**src/design/acpu_pkg.sv**
```systemverilog
// Shared types and constants for the accumulator CPU execute core.
// Holds opcodes, payload structs and the controller/datapath handshake structs.
// No dependencies.
package acpu_pkg;

    // Default data memory depth; the top level hands it down as a parameter.
    localparam int ACPU_DATA_DEPTH = 256;

    // Instruction codes.
    localparam logic [7:0] OP_LDM = 8'd0;
    localparam logic [7:0] OP_LDI = 8'd1;
    localparam logic [7:0] OP_STO = 8'd2;
    localparam logic [7:0] OP_ADD = 8'd3;
    localparam logic [7:0] OP_SUB = 8'd4;
    localparam logic [7:0] OP_MUL = 8'd5;
    localparam logic [7:0] OP_DIV = 8'd6;
    localparam logic [7:0] OP_INC = 8'd7;
    localparam logic [7:0] OP_DEC = 8'd8;
    localparam logic [7:0] OP_AND = 8'd9;
    localparam logic [7:0] OP_OR  = 8'd10;
    localparam logic [7:0] OP_NOT = 8'd11;
    localparam logic [7:0] OP_JMP = 8'd12;
    localparam logic [7:0] OP_JZ  = 8'd13;
    localparam logic [7:0] OP_JNZ = 8'd14;
    localparam logic [7:0] OP_JG  = 8'd15;
    localparam logic [7:0] OP_JL  = 8'd16;
    localparam logic [7:0] OP_JGE = 8'd17;
    localparam logic [7:0] OP_JLE = 8'd18;
    localparam logic [7:0] OP_HLT = 8'd19;

    // Status register bits.
    localparam logic [2:0] STAT_ZERO  = 3'b001;
    localparam logic [2:0] STAT_CARRY = 3'b010;
    localparam logic [2:0] STAT_OVF   = 3'b100;

    // One instruction on the input channel.
    typedef struct packed {
        logic [7:0] opcode;
        logic [7:0] operand;
    } instr_t;

    // One result on the output channel.
    typedef struct packed {
        logic [7:0] next_pc;
        logic [7:0] acc_value;
        logic [2:0] status_bits;
        logic       halted;
        logic       illegal;
    } result_t;

    // Commands from the controller to the datapath.
    typedef struct packed {
        logic capture;      // latch the instruction and read data memory
        logic exec_commit;  // commit an instruction that does not use the divider
        logic div_start;    // launch the iterative divider
        logic div_commit;   // commit the quotient of a division
    } ctrl_cmd_t;

    // Status from the datapath to the controller.
    typedef struct packed {
        logic needs_div;    // latched instruction is a division by nonzero
        logic div_done;     // divider holds a finished quotient
    } dp_status_t;

endpackage

```
**src/design/acpu_stream_if.sv**
```systemverilog
// Valid/ready stream interface used for the instruction and result channels.
// The payload type is set per instance; no other dependencies.
interface acpu_stream_if #(
    parameter type payload_t = logic
) ();
    logic     valid;
    logic     ready;
    payload_t payload;

    modport source (output valid, output payload, input ready);
    modport sink   (input valid, input payload, output ready);
endinterface

```
**src/design/acpu_ram.sv**
```systemverilog
// Generic single-write, single-read RAM with a registered read port.
// Self-contained; no package dependencies.
module acpu_ram #(
    parameter int WIDTH = 8,
    parameter int DEPTH = 256
) (
    input  logic                     clk,
    input  logic                     we,
    input  logic [$clog2(DEPTH)-1:0] waddr,
    input  logic [WIDTH-1:0]         wdata,
    input  logic                     re,
    input  logic [$clog2(DEPTH)-1:0] raddr,
    output logic [WIDTH-1:0]         rdata
);

    logic [WIDTH-1:0] mem [DEPTH];
    logic [WIDTH-1:0] rdata_reg;

    // Write port.
    always_ff @(posedge clk)
    begin
        if (we)
        begin
            mem[waddr] <= wdata;
        end
    end

    // Registered read port; data holds while no read is issued.
    always_ff @(posedge clk)
    begin
        if (re)
        begin
            rdata_reg <= mem[raddr];
        end
    end

    assign rdata = rdata_reg;

endmodule

```
**src/design/acpu_div.sv**
```systemverilog
// Iterative 8-bit unsigned restoring divider, one quotient bit per cycle.
// Self-contained; used by the datapath for the divide instruction.
module acpu_div (
    input  logic       clk,
    input  logic       rst_n,
    input  logic       start,
    input  logic [7:0] dividend,
    input  logic [7:0] divisor,
    output logic       done,
    output logic [7:0] quotient
);

    logic       busy_reg;
    logic       done_reg;
    logic [3:0] cnt_reg;
    logic [7:0] rem_reg;
    logic [7:0] quo_reg;
    logic [7:0] dvs_reg;

    logic [8:0] shifted;
    logic [8:0] diff;

    // One restoring step: shift in the next dividend bit and try a subtract.
    always_comb
    begin
        shifted = {rem_reg, quo_reg[7]};
        diff    = shifted - {1'b0, dvs_reg};
    end

    // Iteration control.
    always_ff @(posedge clk or negedge rst_n)
    begin
        if (!rst_n)
        begin
            busy_reg <= 1'b0;
            done_reg <= 1'b0;
            cnt_reg  <= 4'd0;
        end
        else if (start)
        begin
            busy_reg <= 1'b1;
            done_reg <= 1'b0;
            cnt_reg  <= 4'd8;
        end
        else if (busy_reg)
        begin
            cnt_reg <= cnt_reg - 4'd1;
            if (cnt_reg == 4'd1)
            begin
                busy_reg <= 1'b0;
                done_reg <= 1'b1;
            end
        end
    end

    // Remainder and quotient shift registers.
    always_ff @(posedge clk)
    begin
        if (start)
        begin
            rem_reg <= 8'd0;
            quo_reg <= dividend;
            dvs_reg <= divisor;
        end
        else if (busy_reg)
        begin
            if (!diff[8])
            begin
                rem_reg <= diff[7:0];
                quo_reg <= {quo_reg[6:0], 1'b1};
            end
            else
            begin
                rem_reg <= shifted[7:0];
                quo_reg <= {quo_reg[6:0], 1'b0};
            end
        end
    end

    assign done     = done_reg;
    assign quotient = quo_reg;

endmodule

```
**src/design/acpu_datapath.sv**
```systemverilog
// Datapath: architectural registers, data memory with valid bits, ALU and divider.
// Depends on acpu_pkg, acpu_ram and acpu_div.
module acpu_datapath
    import acpu_pkg::*;
#(
    parameter int DATA_DEPTH = ACPU_DATA_DEPTH
) (
    input  logic       clk,
    input  logic       rst_n,
    input  ctrl_cmd_t  cmd,
    output dp_status_t status,
    input  instr_t     instr_in,
    output result_t    result_out
);

    localparam int ADDR_W = $clog2(DATA_DEPTH);
    localparam int MOD_W  = 12;

    // Architectural state.
    logic [7:0] acc_reg;
    logic [7:0] pc_reg;
    logic [2:0] status_reg;
    logic       halt_reg;
    logic       illegal_reg;

    // Latched instruction.
    logic [7:0]        opcode_reg;
    logic [7:0]        operand_reg;
    logic [ADDR_W-1:0] addr_reg;

    // Data memory valid bits; an entry never written reads as zero.
    logic [DATA_DEPTH-1:0] valid_reg;
    logic                  mem_valid_reg;
    logic [7:0]            ram_rdata;

    logic [MOD_W-1:0]  mod_rem;
    logic [ADDR_W-1:0] rd_addr;

    logic [7:0]  mem_val;
    logic [7:0]  next_seq;
    logic [8:0]  sum;
    logic [15:0] prod;
    logic        div_done;
    logic [7:0]  quotient;

    logic [7:0] acc_next;
    logic [2:0] status_next;
    logic [7:0] pc_next;
    logic       halt_next;
    logic       bad;
    logic       mem_we;
    logic       set_res;
    logic [7:0] res_val;
    logic [2:0] res_flag;
    logic       take;

    // New status after a result lands in the accumulator.
    function automatic logic [2:0] status_update(
        input logic [2:0] old_status,
        input logic [7:0] value,
        input logic [2:0] flag
    );
        if (value == 8'd0)
        begin
            return STAT_ZERO | flag;
        end
        return (old_status & (STAT_CARRY | STAT_OVF)) | flag;
    endfunction

    // Address wraps modulo the memory depth: four compare-subtract steps,
    // since the quotient of an 8-bit operand by a depth of at least 16 is below 16.
    always_comb
    begin
        mod_rem = {{(MOD_W - 8){1'b0}}, instr_in.operand};
        for (int k = 3; k >= 0; k--)
        begin
            if (mod_rem >= MOD_W'(DATA_DEPTH << k))
            begin
                mod_rem = mod_rem - MOD_W'(DATA_DEPTH << k);
            end
        end
        rd_addr = mod_rem[ADDR_W-1:0];
    end

    // Data memory.
    acpu_ram #(
        .WIDTH (8),
        .DEPTH (DATA_DEPTH)
    ) u_ram (
        .clk   (clk),
        .we    (mem_we),
        .waddr (addr_reg),
        .wdata (acc_reg),
        .re    (cmd.capture),
        .raddr (rd_addr),
        .rdata (ram_rdata)
    );

    // Divider.
    acpu_div u_div (
        .clk      (clk),
        .rst_n    (rst_n),
        .start    (cmd.div_start),
        .dividend (acc_reg),
        .divisor  (mem_val),
        .done     (div_done),
        .quotient (quotient)
    );

    // Instruction latch and memory valid lookup on transfer.
    always_ff @(posedge clk)
    begin
        if (cmd.capture)
        begin
            opcode_reg    <= instr_in.opcode;
            operand_reg   <= instr_in.operand;
            addr_reg      <= rd_addr;
            mem_valid_reg <= valid_reg[rd_addr];
        end
    end

    assign mem_val  = mem_valid_reg ? ram_rdata : 8'd0;
    assign next_seq = pc_reg + 8'd1;
    assign sum      = {1'b0, acc_reg} + {1'b0, mem_val};
    assign prod     = acc_reg * mem_val;

    // Instruction decode and execution of every instruction that does not use the divider.
    always_comb
    begin
        acc_next    = acc_reg;
        status_next = status_reg;
        pc_next     = pc_reg;
        halt_next   = halt_reg;
        bad         = 1'b0;
        mem_we      = 1'b0;
        set_res     = 1'b0;
        res_val     = 8'd0;
        res_flag    = 3'b000;
        take        = 1'b0;
        if (!halt_reg)
        begin
            unique case (opcode_reg) inside
                OP_LDM:
                begin
                    set_res = 1'b1;
                    res_val = mem_val;
                    pc_next = next_seq;
                end
                OP_LDI:
                begin
                    set_res = 1'b1;
                    res_val = operand_reg;
                    pc_next = next_seq;
                end
                OP_STO:
                begin
                    mem_we  = cmd.exec_commit;
                    pc_next = next_seq;
                end
                OP_ADD:
                begin
                    set_res  = 1'b1;
                    res_val  = sum[7:0];
                    res_flag = sum[8] ? STAT_CARRY : 3'b000;
                    pc_next  = next_seq;
                end
                OP_SUB:
                begin
                    set_res = 1'b1;
                    res_val = acc_reg - mem_val;
                    pc_next = next_seq;
                end
                OP_MUL:
                begin
                    set_res  = 1'b1;
                    res_val  = prod[7:0];
                    res_flag = (prod[15:8] != 8'd0) ? STAT_OVF : 3'b000;
                    pc_next  = next_seq;
                end
                OP_DIV:
                begin
                    // Division by zero keeps the accumulator and flags overflow.
                    // A real division commits later from the divider.
                    status_next = status_reg | STAT_OVF;
                    pc_next     = next_seq;
                end
                OP_INC:
                begin
                    set_res  = 1'b1;
                    res_val  = acc_reg + 8'd1;
                    res_flag = (acc_reg == 8'hFF) ? STAT_CARRY : 3'b000;
                    pc_next  = next_seq;
                end
                OP_DEC:
                begin
                    set_res = 1'b1;
                    res_val = acc_reg - 8'd1;
                    pc_next = next_seq;
                end
                OP_AND:
                begin
                    set_res = 1'b1;
                    res_val = acc_reg & mem_val;
                    pc_next = next_seq;
                end
                OP_OR:
                begin
                    set_res = 1'b1;
                    res_val = acc_reg | mem_val;
                    pc_next = next_seq;
                end
                OP_NOT:
                begin
                    set_res = 1'b1;
                    res_val = ~acc_reg;
                    pc_next = next_seq;
                end
                OP_JMP:
                begin
                    pc_next = operand_reg;
                end
                OP_JZ, OP_JLE:
                begin
                    take    = (acc_reg == 8'd0);
                    pc_next = take ? operand_reg : next_seq;
                end
                OP_JNZ, OP_JG:
                begin
                    take    = (acc_reg != 8'd0);
                    pc_next = take ? operand_reg : next_seq;
                end
                OP_JL:
                begin
                    pc_next = next_seq;
                end
                OP_JGE:
                begin
                    pc_next = operand_reg;
                end
                OP_HLT:
                begin
                    halt_next = 1'b1;
                end
                default:
                begin
                    bad = 1'b1;
                end
            endcase
        end
        if (set_res)
        begin
            acc_next    = res_val;
            status_next = status_update(status_reg, res_val, res_flag);
        end
    end

    // Architectural register update on commit.
    always_ff @(posedge clk or negedge rst_n)
    begin
        if (!rst_n)
        begin
            acc_reg     <= 8'd0;
            pc_reg      <= 8'd0;
            status_reg  <= 3'b000;
            halt_reg    <= 1'b0;
            illegal_reg <= 1'b0;
        end
        else if (cmd.exec_commit)
        begin
            acc_reg     <= acc_next;
            pc_reg      <= pc_next;
            status_reg  <= status_next;
            halt_reg    <= halt_next;
            illegal_reg <= bad;
        end
        else if (cmd.div_commit)
        begin
            acc_reg     <= quotient;
            pc_reg      <= next_seq;
            status_reg  <= status_update(status_reg, quotient, 3'b000);
            illegal_reg <= 1'b0;
        end
    end

    // Memory valid bits, set by every store.
    always_ff @(posedge clk or negedge rst_n)
    begin
        if (!rst_n)
        begin
            valid_reg <= '0;
        end
        else if (mem_we)
        begin
            valid_reg[addr_reg] <= 1'b1;
        end
    end

    assign status.needs_div = !halt_reg && (opcode_reg == OP_DIV) && (mem_val != 8'd0);
    assign status.div_done  = div_done;

    // The architectural registers only change on commit, which waits for the
    // result slot, so they serve as the result payload directly.
    assign result_out.next_pc     = pc_reg;
    assign result_out.acc_value   = acc_reg;
    assign result_out.status_bits = status_reg;
    assign result_out.halted      = halt_reg;
    assign result_out.illegal     = illegal_reg;

endmodule

```
**src/design/acpu_ctrl.sv**
```systemverilog
// Controller state machine: sequences capture, execute and divide, and owns
// the result valid flag. Depends on acpu_pkg.
module acpu_ctrl
    import acpu_pkg::*;
(
    input  logic       clk,
    input  logic       rst_n,
    input  logic       in_valid,
    output logic       in_ready,
    output logic       out_valid,
    input  logic       out_ready,
    input  dp_status_t status,
    output ctrl_cmd_t  cmd
);

    localparam logic [1:0] ST_IDLE = 2'd0;
    localparam logic [1:0] ST_EXEC = 2'd1;
    localparam logic [1:0] ST_DIV  = 2'd2;

    logic [1:0] state_reg;
    logic [1:0] state_next;
    logic       out_valid_reg;
    logic       slot_free;
    logic       commit;

    // The result slot can take a new result when empty or being drained.
    assign slot_free = !out_valid_reg || out_ready;

    // Next state and commands.
    always_comb
    begin
        state_next      = state_reg;
        cmd.capture     = 1'b0;
        cmd.exec_commit = 1'b0;
        cmd.div_start   = 1'b0;
        cmd.div_commit  = 1'b0;
        unique case (state_reg)
            ST_IDLE:
            begin
                if (in_valid)
                begin
                    cmd.capture = 1'b1;
                    state_next  = ST_EXEC;
                end
            end
            ST_EXEC:
            begin
                if (status.needs_div)
                begin
                    cmd.div_start = 1'b1;
                    state_next    = ST_DIV;
                end
                else if (slot_free)
                begin
                    cmd.exec_commit = 1'b1;
                    state_next      = ST_IDLE;
                end
            end
            ST_DIV:
            begin
                if (status.div_done && slot_free)
                begin
                    cmd.div_commit = 1'b1;
                    state_next     = ST_IDLE;
                end
            end
            default:
            begin
                state_next = ST_IDLE;
            end
        endcase
    end

    assign commit = cmd.exec_commit || cmd.div_commit;

    // State and result valid registers.
    always_ff @(posedge clk or negedge rst_n)
    begin
        if (!rst_n)
        begin
            state_reg     <= ST_IDLE;
            out_valid_reg <= 1'b0;
        end
        else
        begin
            state_reg <= state_next;
            if (commit)
            begin
                out_valid_reg <= 1'b1;
            end
            else if (out_ready)
            begin
                out_valid_reg <= 1'b0;
            end
        end
    end

    assign in_ready  = (state_reg == ST_IDLE);
    assign out_valid = out_valid_reg;

endmodule

```
**src/design/accumulator_cpu_execute_core.sv**
```systemverilog
// Top level of the accumulator CPU execute core: controller plus datapath.
// Depends on acpu_pkg, acpu_stream_if, acpu_ctrl and acpu_datapath.
//
//   Channel  Dir  Payload                                            Transfer
//   instr    in   opcode[7:0], operand[7:0]                          valid & ready
//   result   out  next_pc, acc_value, status_bits, halted, illegal   valid & ready
//
// An instruction is captured, with its data memory read, in the idle state,
// then executes and commits in the execute state. A division by a nonzero
// value also passes through the divide state for the bit-serial divider.
// Reset is immediate: data memory reads as zero through per-entry valid bits.
// A pending result stalls the commit of the next instruction, not its transfer.
module accumulator_cpu_execute_core
    import acpu_pkg::*;
#(
    parameter int DATA_DEPTH = ACPU_DATA_DEPTH
) (
    input  logic          clk,
    input  logic          rst_n,
    acpu_stream_if.sink   instr,
    acpu_stream_if.source result
);

    ctrl_cmd_t  cmd;
    dp_status_t status;
    instr_t     instr_payload;
    result_t    result_payload;

    assign instr_payload  = instr.payload;
    assign result.payload = result_payload;

    acpu_ctrl u_ctrl (
        .clk       (clk),
        .rst_n     (rst_n),
        .in_valid  (instr.valid),
        .in_ready  (instr.ready),
        .out_valid (result.valid),
        .out_ready (result.ready),
        .status    (status),
        .cmd       (cmd)
    );

    acpu_datapath #(
        .DATA_DEPTH (DATA_DEPTH)
    ) u_datapath (
        .clk        (clk),
        .rst_n      (rst_n),
        .cmd        (cmd),
        .status     (status),
        .instr_in   (instr_payload),
        .result_out (result_payload)
    );

    // A commit never overwrites a result that has not been taken.
    assert property (@(posedge clk) disable iff (!rst_n)
        (cmd.exec_commit || cmd.div_commit) |-> (!result.valid || result.ready))
        else $error("commit while result slot occupied");

    // One instruction at a time: no new transfer right after one.
    assert property (@(posedge clk) disable iff (!rst_n)
        (instr.valid && instr.ready) |=> !instr.ready)
        else $error("instruction transfer while previous still executing");

    // A quotient is committed only once the divider has finished.
    assert property (@(posedge clk) disable iff (!rst_n)
        cmd.div_commit |-> status.div_done)
        else $error("division committed before divider finished");

    // Every commit produces a visible result in the next cycle.
    assert property (@(posedge clk) disable iff (!rst_n)
        (cmd.exec_commit || cmd.div_commit) |=> result.valid)
        else $error("commit did not raise result valid");

endmodule

```
**src/flat_wrapper.sv**
```systemverilog
// flat-port wrapper written by rule: the top's interface ports become plain ports
module accumulator_cpu_execute_core_flat import acpu_pkg::*;
#(
    parameter int DATA_DEPTH = ACPU_DATA_DEPTH
)
  (clk, rst_n, instr_valid, instr_payload, instr_ready, result_valid, result_payload, result_ready);
  acpu_stream_if #(.payload_t(instr_t)) instr_i ();
  acpu_stream_if #(.payload_t(result_t)) result_i ();
  input  logic clk;
  input  logic rst_n;
  input wire logic [$bits(instr_i.valid)-1:0] instr_valid;
  input wire logic [$bits(instr_i.payload)-1:0] instr_payload;
  output wire logic [$bits(instr_i.ready)-1:0] instr_ready;
  output wire logic [$bits(result_i.valid)-1:0] result_valid;
  output wire logic [$bits(result_i.payload)-1:0] result_payload;
  input wire logic [$bits(result_i.ready)-1:0] result_ready;
  assign instr_i.valid = instr_valid;
  assign instr_i.payload = instr_payload;
  assign instr_ready = instr_i.ready;
  assign result_valid = result_i.valid;
  assign result_payload = result_i.payload;
  assign result_i.ready = result_ready;
  accumulator_cpu_execute_core #(.DATA_DEPTH(DATA_DEPTH)) u_core (.clk(clk), .rst_n(rst_n), .instr(instr_i), .result(result_i));
endmodule
```
**config.mk**
```make
export PLATFORM = sky130hd
export DESIGN_NAME = accumulator_cpu_execute_core_flat
export DESIGN_NICKNAME = d
export VERILOG_FILES = /design/src/design/acpu_pkg.sv /design/src/design/acpu_stream_if.sv /design/src/design/acpu_ram.sv /design/src/design/acpu_div.sv /design/src/design/acpu_datapath.sv /design/src/design/acpu_ctrl.sv /design/src/design/accumulator_cpu_execute_core.sv /design/src/flat_wrapper.sv
export SDC_FILE = /design/constraint.sdc
export NUM_CORES = 2
export LEC_CHECK = 0
export ABC_CLOCK_PERIOD_IN_PS = 9670
export BUFFER_PORTS_ARGS = -buffer_cell sky130_fd_sc_hd__buf_2
export CAP_MARGIN = 20
export CORE_ASPECT_RATIO = 1.75
export CORE_MARGIN = 8
export CORE_UTILIZATION = 55
export DETAILED_ROUTE_END_ITERATION = 8
export PLACE_DENSITY = 0.71
export REMOVE_ABC_BUFFERS = 1
export SETUP_SLACK_MARGIN = 0.2
export SYNTH_ARGS = -nofsm -noshare
export SYNTH_HDL_FRONTEND = slang
export SYNTH_SLANG_ARGS = --single-unit
```
**constraint.sdc**
```tcl
create_clock -name clk -period 9.67 [get_ports clk]
set_clock_uncertainty 0.05 [all_clocks]
set_input_delay 0.4835 -clock clk [delete_from_list [all_inputs] [get_ports clk]]
set_output_delay 0.4835 -clock clk [all_outputs]
set_load 0.01 [all_outputs]
```
After elaboration in Yosys (flattened, before gate mapping)
Memories as Yosys holds them, arrays and structs flattened. A register that Yosys moved wholly into a read port is not among the register bits.
Cells that the tools add are included.
{"block": "word_totals", "inputBits": 20, "word_cells": 174, "memories": 1, "ramBits": 2048, "reg_bits": 327}
{"name": "u_core.u_datapath.u_ram.mem", "words": 256, "width": 8, "rd": 1, "rd_ports_with_merged_regs": 1, "wr": 1, "line": "acpu_ram.sv:16", "text": "logic [WIDTH-1:0] mem [DEPTH];"}
{"block": "op_classes", "eq_ne": 31, "muxes": 74, "addsub": 7, "bitwise_logic": 5, "magnitude_cmp": 3, "mul": 1, "reduce_logical": 33}
{"op": "256-bit bitwise OR", "count": 1}
{"op": "8-bit 2-to-1 mux", "count": 13}
{"op": "8-bit case mux with 10 select lines", "count": 1}
{"op": "8-bit by 4-bit equality test with 1-bit output, second input constant", "count": 8}
{"op": "1-bit 2-to-1 mux", "count": 35}
{"op": "3-bit 2-to-1 mux", "count": 11}
{"op": "8-bit by 3-bit equality test with 1-bit output, second input constant", "count": 4}
{"op": "8-bit by 5-bit equality test with 1-bit output, second input constant", "count": 4}
{"op": "8-bit logical NOT", "count": 4}
{"op": "8-bit case mux with 4 select lines", "count": 1}
{"op": "8-bit nonzero test", "count": 3}
{"op": "20-bit OR reduction", "count": 1}
{"op": "8-bit by 9-bit < comparator with 1-bit output, second input constant", "count": 2}
{"op": "8-bit by 1-bit adder with 8-bit output, second input constant", "count": 2}
{"op": "8-bit by 2-bit equality test with 1-bit output, second input constant", "count": 2}
{"op": "8-bit by 8-bit multiplier with 16-bit output", "count": 1}
{"op": "2-bit 2-to-1 mux", "count": 7}
{"op": "13-bit OR reduction", "count": 1}
{"op": "2-bit nonzero test", "count": 5}
{"op": "10-bit OR reduction", "count": 1}
{"op": "8-bit by 8-bit adder with 9-bit output", "count": 1}
{"op": "3-bit case mux with 3 select lines", "count": 1}
{"op": "3-bit AND reduction", "count": 3}
{"op": "9-bit by 8-bit subtractor with 9-bit output", "count": 1}
{"op": "28 further kinds", "count": 41}

Logic depth before layout (Yosys ltp)
{"block": "depth", "depth_word": 10, "mapped_depth": 20, "mapped_depth_nobuf": 19}

Cells and area by module
A second synthesis with hierarchy kept.
{"block": "hier_totals", "hier_cells": 5313, "area_unflattened_um2": 97770.0}
{"module": "acpu_ram", "seq_area_each_um2": 61739.2, "instances": 1, "area_each_um2": 79636.4, "cells_per_inst": 3733}
{"module": "acpu_datapath", "seq_area_each_um2": 7442.1, "instances": 1, "area_each_um2": 16304.4, "cells_per_inst": 1406}
{"module": "acpu_div", "seq_area_each_um2": 790.8, "instances": 1, "area_each_um2": 1661.6, "cells_per_inst": 155}
{"module": "acpu_ctrl", "seq_area_each_um2": 75.1, "instances": 1, "area_each_um2": 167.7, "cells_per_inst": 19}

Least setup slack after synthesis
No wires, ideal clock.
{"block": "synth_path", "kind": "flip-flop to flip-flop", "start": "register u_core.u_datapath.acc_reg[0]", "end": "register u_core.u_datapath.status_reg[1]", "n_path_buf": 0, "setup_time_ns": 0.141, "path_slack_ns": 1.511, "arrival_time_ns": 7.969, "t_required_ns": 9.479, "period_less_slack_ns": 8.159, "stages_incl_launch_ff": 18, "path_cell_list": "dfrtp_1 > clkinv_1 > nor2_1 > ha_1 > fa_1 > ha_1 > inv_1 > fa_1 > inv_1 > ha_1 > a211oi_1 > o21ba_2 > o211ai_1 > and4_1 > a211oi_1 > o2111ai_1 > o311ai_0 > nand3_1"}
{"block": "synth_between", "elab_chain_len": 9}
{"item": "start, declared", "line": "acpu_datapath.sv:20", "text": "logic [7:0] acc_reg;"}
{"item": "start signal, assigned", "line": "acpu_datapath.sv:270", "text": "acc_reg <= acc_next;"}
{"item": "start signal, assigned", "line": "acpu_datapath.sv:278", "text": "acc_reg <= quotient;"}
{"item": "8-bit by 8-bit multiplier with 16-bit output (tied with other cells)", "line": "acpu_datapath.sv:125", "text": "assign prod = acc_reg * mem_val;"}
{"item": "8-bit case mux with 10 select lines", "line": "acpu_datapath.sv:142", "text": "unique case (opcode_reg) inside"}
{"item": "8-bit 2-to-1 mux", "line": "acpu_datapath.sv:140", "text": "if (!halt_reg)"}
{"item": "8-bit logical NOT", "line": "acpu_datapath.sv:63", "text": "if (value == 8'd0)"}
{"item": "1-bit 2-to-1 mux", "line": "acpu_datapath.sv:63"}
{"item": "1-bit 2-to-1 mux", "line": "acpu_datapath.sv:250", "text": "if (set_res)"}
{"item": "3-bit 2-to-1 mux (*)", "line": "acpu_datapath.sv:67", "text": "return (old_status & (STAT_CARRY | STAT_OVF)) | flag;"}
{"item": "3-bit 2-to-1 mux (*)", "line": "acpu_datapath.sv:250"}
{"item": "3-bit 2-to-1 mux (*)", "line": "acpu_datapath.sv:268", "text": "else if (cmd.exec_commit)"}
{"item": "end signal, assigned", "line": "acpu_datapath.sv:272", "text": "status_reg <= status_next;"}
{"item": "end signal, assigned", "line": "acpu_datapath.sv:280", "text": "status_reg <= status_update(status_reg, quotient, 3'b000);"}
{"item": "end, declared", "line": "acpu_datapath.sv:22", "text": "logic [2:0] status_reg;"}
Mark *: on every way between the ends. The rest lies on a longest branch, timed or not. The select of a mux whose other input is x is not followed.
A chain may end at the register's enable or synchronous reset.

Final worst setup path
{"block": "layout_path", "start": "register u_core.u_datapath.acc_reg[0]", "end": "register u_core.u_datapath.status_reg[2]"}
{"block": "layout_between", "elab_chain_len": 9}
{"item": "8-bit by 8-bit multiplier with 16-bit output (tied with other cells)", "line": "acpu_datapath.sv:125"}
{"item": "8-bit case mux with 10 select lines / 8-bit nonzero test (equally long branches)", "line": "acpu_datapath.sv:142, acpu_datapath.sv:177"}
{"item": "8-bit 2-to-1 mux / 3-bit 2-to-1 mux (equally long branches)", "line": "acpu_datapath.sv:140, acpu_datapath.sv:177"}
{"item": "8-bit logical NOT / 3-bit case mux with 3 select lines (equally long branches)", "line": "acpu_datapath.sv:63, acpu_datapath.sv:142"}
{"item": "1-bit 2-to-1 mux / 3-bit 2-to-1 mux (equally long branches)", "line": "acpu_datapath.sv:63, acpu_datapath.sv:140"}
{"item": "1-bit 2-to-1 mux (tied with other cells)", "line": "acpu_datapath.sv:250"}
{"item": "3-bit 2-to-1 mux (*)", "line": "acpu_datapath.sv:67"}
{"item": "3-bit 2-to-1 mux (*)", "line": "acpu_datapath.sv:250"}
{"item": "3-bit 2-to-1 mux (*)", "line": "acpu_datapath.sv:268"}
Marks and branches as above.

==> impl_metrics.toml <==
[run_status]
status = "complete, but fails checks"
violations = "slew limit"

[sta]
setup-tns-final_ns = 0
setup_viol = 0
maxSlewViolCount = 103
final-hold-violation-count = 0
max-slew-margin-rel_pct = -17.40
rsz0062_at_grt = "no"
worst_slack_ns = 3.422
timing.hold.ws_ns = 0.1315
max_freq_ghz = 0.1600
tightest_slew_ns = 1.761
period_share_pct = 64.62
fin_crit_ns = 6.249

[pwr]
p_comb_share_pct = 1.9
power_frac_seq_pct = 55.8
clkPwrFrac_pct = 42.4
p_per_area_nw_per_um2 = 186.2
leakage_nw = 37.22
switching_share_pct = 19.54
p_int_w = 0.01591
switchingPower_w = 0.003864
vdd_ir_drop_max_uv = 141.0

[placed_design]
dp_hpwl_mm = 135.4
io_buffers = 42
dp_cells = 6898
dp_slack_ns = 3.431
place_area_sq_um = 99160
place.gp.congestion = 0.9197

[synth]
synthCells = 4817
syn_area_per_cell_sq_um = 20.05
yosysSeqAreaShare_pct = 72.54
netlist-cell-type-count = 80
synth_warnings = 0
ys_ff_latch = 2383
synth_edf_count = 2089
synth_area_sq_um = 96570
synthFlopType = "edfxtp_1"
synth-async-reset-ratio_pct = 12.00

[worst_setup_path]
cp_max_fo = 105
worst_setup_path_end_kind = "flop"
critical_path_class = "reg2reg"
crit_arrival_ns = 6.86
cp-start-kind = "flop"
cp.required_ns = 10.28

[layout]
design_area_sq_um = 106200
fin_cells = 7285
largest_reg_flops = 2048
final_cell_mix = "edfxtp_1 (2089), mux4_2 (720), nor2_1 (335), dfrtp_1 (278), clkbuf_16 (209)"
synthToLayoutAreaGrowth_pct = 9.928
fillerInstances = 11940
nNetsFinal = 4995
final_common_cell = "edfxtp_1"
drive_gt1_share_pct = 25.02

[detailed_routing]
route.met2.wl_mm = 117.0
first_iter_violations = 4937
firstDrtPassIters = 6
via_count = 47080
drt_wl_total_mm = 222.0
vias_per_cell = 6.462
wl_met3_mm = 12.87
postRouteAntennaNets = 0
dr.max_layer_used = "met4"
drc = 0
wl_per_cell_microns = 30.48
met1Wirelength_mm = 81.56

[floorplanning]
start_util_pct = 55.34
fp-row-count = 203
die_w_microns = 332.7
coreArea_sq_um = 174500
dieArea_sq_um = 189800
io_pins = 43
die_h_microns = 570.3

[grt]
overflow = 0
grt_max_degree = 219
antenna_found_initial = 3
grt_pass1_vias = 49010
grt_pass1_wl_mm = 328.3
track_usage_pct = 23.16

[clock_tree]
postCtsHoldBufs = 13
cts-root-buf = "clkbuf_16"
cts_setup_buffers = 0
htree_levels = 4
clk_pin_slew_ns = 0.07
cts_tree = "done"
cts_resized = 0
cts.sinks = 2383
cts_buffers = 204
clock_latency_ns = 0.83
clock_path_buffers = 4

[hold_path]
hold_path.class = "in2reg"

[job]
drv_cap = 0
==> metrics by stage <==
| step | power, W | utilization (%) |
|---|---|---|
| after floorplan | 0.01138 | - |
| after global placement | 0.01162 | 56.82 |
| after detailed placement | 0.01162 | 56.83 |
| after CTS | 0.01988 | 60.79 |
| after global routing | 0.02023 | 60.83 |
| final | 0.01977 | 60.83 |
==> final timing paths <==
check	to	cells past startpoint	start	slack, ns
setup / recovery	u_core.u_datapath.status_reg[2]$_DFFE_PN0P_	16	u_core.u_datapath.acc_reg[0]$_DFFE_PN0P_	3.42
hold / removal	u_core.u_ctrl.out_valid$_DFFE_PN0P_	3	result_ready	0.13
setup reg to reg	u_core.u_datapath.status_reg[2]$_DFFE_PN0P_	16	u_core.u_datapath.acc_reg[0]$_DFFE_PN0P_	3.42
hold reg to reg	u_core.u_datapath.valid_reg[116]$_DFFE_PN0P_	1	u_core.u_datapath.valid_reg[116]$_DFFE_PN0P_	0.41
max in group asynchronous	u_core.u_datapath.valid_reg[214]$_DFFE_PN0P_	4	rst_n	6.88
min in group asynchronous	u_core.u_datapath.valid_reg[245]$_DFFE_PN0P_	2	rst_n	0.27
==> cells in the mapped netlist, types with 12 or more instances <==
cell | number | area, sq um
nor2b_1 | 21 | 131.4
nand2_1 | 117 | 439.2
or2_2 | 53 | 331.6
a22o_1 | 21 | 183.9
and2_1 | 12 | 75.07
buf_1 | 22 | 82.58
nor2_1 | 336 | 1261
xnor2_1 | 14 | 122.6
edfxtp_1 | 2089 | 62730
a21oi_1 | 49 | 245.2
dfrtp_1 | 286 | 7157
o21ai_0 | 63 | 315.3
a22oi_1 | 50 | 375.4
nand3_1 | 41 | 205.2
mux4_2 | 720 | 16220
mux2i_1 | 21 | 210.2
nor3_1 | 24 | 120.1
buf_2 | 89 | 445.4
ha_1 | 70 | 875.8
or2_1 | 80 | 500.5
fa_1 | 39 | 780.8
a221oi_1 | 20 | 175.2
buf_4 | 18 | 135.1
inv_1 | 93 | 349.1
clkbuf_1 | 154 | 578.1
o21bai_1 | 130 | 975.9
==> routing by layer <==
layer,up-vias,global-route usage (%)
met5,-,0
met4,0,9.815
met3,477,2.634
met2,1884,40.99
met1,25120,29.18
li1,19600,-
==> power groups by stage <==
stage | combinational, W | sequential [W] | clock [W]
final | 0.000367 | 0.0110 | 0.00837
after global routing | 0.000392 | 0.0110 | 0.00881
after CTS | 0.000377 | 0.0110 | 0.00847
after detailed placement | 0.000371 | 0.0113 | 0
after global placement | 0.000371 | 0.0113 | 0
after floorplan | 0.000132 | 0.0113 | 0
==> area by class of cell <==
type,count,area [sq um],area share [%]
timing repair buffer,132,1167,1.100
sequential,2383,70080,66.02
antenna,2,5.005,0.004715
clock buffer,258,5634,5.308
inverter,98,367.9,0.3465
clock inverter,110,1155,1.088
tap,2255,2821,2.658
multi-input combinational,2047,24930,23.48
==> cell families after synthesis <==
kind of cell | Yosys count | share of synthesized area [%]
AND/OR/NAND/NOR | 759 | 3.735
multiplexers | 742 | 17.02
AO/OA/AOI/OAI | 412 | 3.019
flip-flops | 2383 | 72.54
buffers and inverters | 387 | 1.736
XOR/XNOR | 25 | 0.2345
adder cells (fa/ha/maj) | 109 | 1.715
==> worst max-delay path: stages, from the launching register on <==
cell and delay, ns:
dfrtp_4 0.86, buf_4 0.85, nand2_1 0.19, fa_1 0.57, fa_1 0.44, fa_1 0.46
fa_1 0.49, inv_1 0.04, ha_1 0.34, nand3_1 0.11, o211ai_1 0.24, nor4b_1 0.33
a21oi_1 0.11, o32ai_1 0.31, nand4_1 0.13, nor3_1 0.33, o22ai_1 0.13
Note: power is estimated with default switching activity, not from simulation.
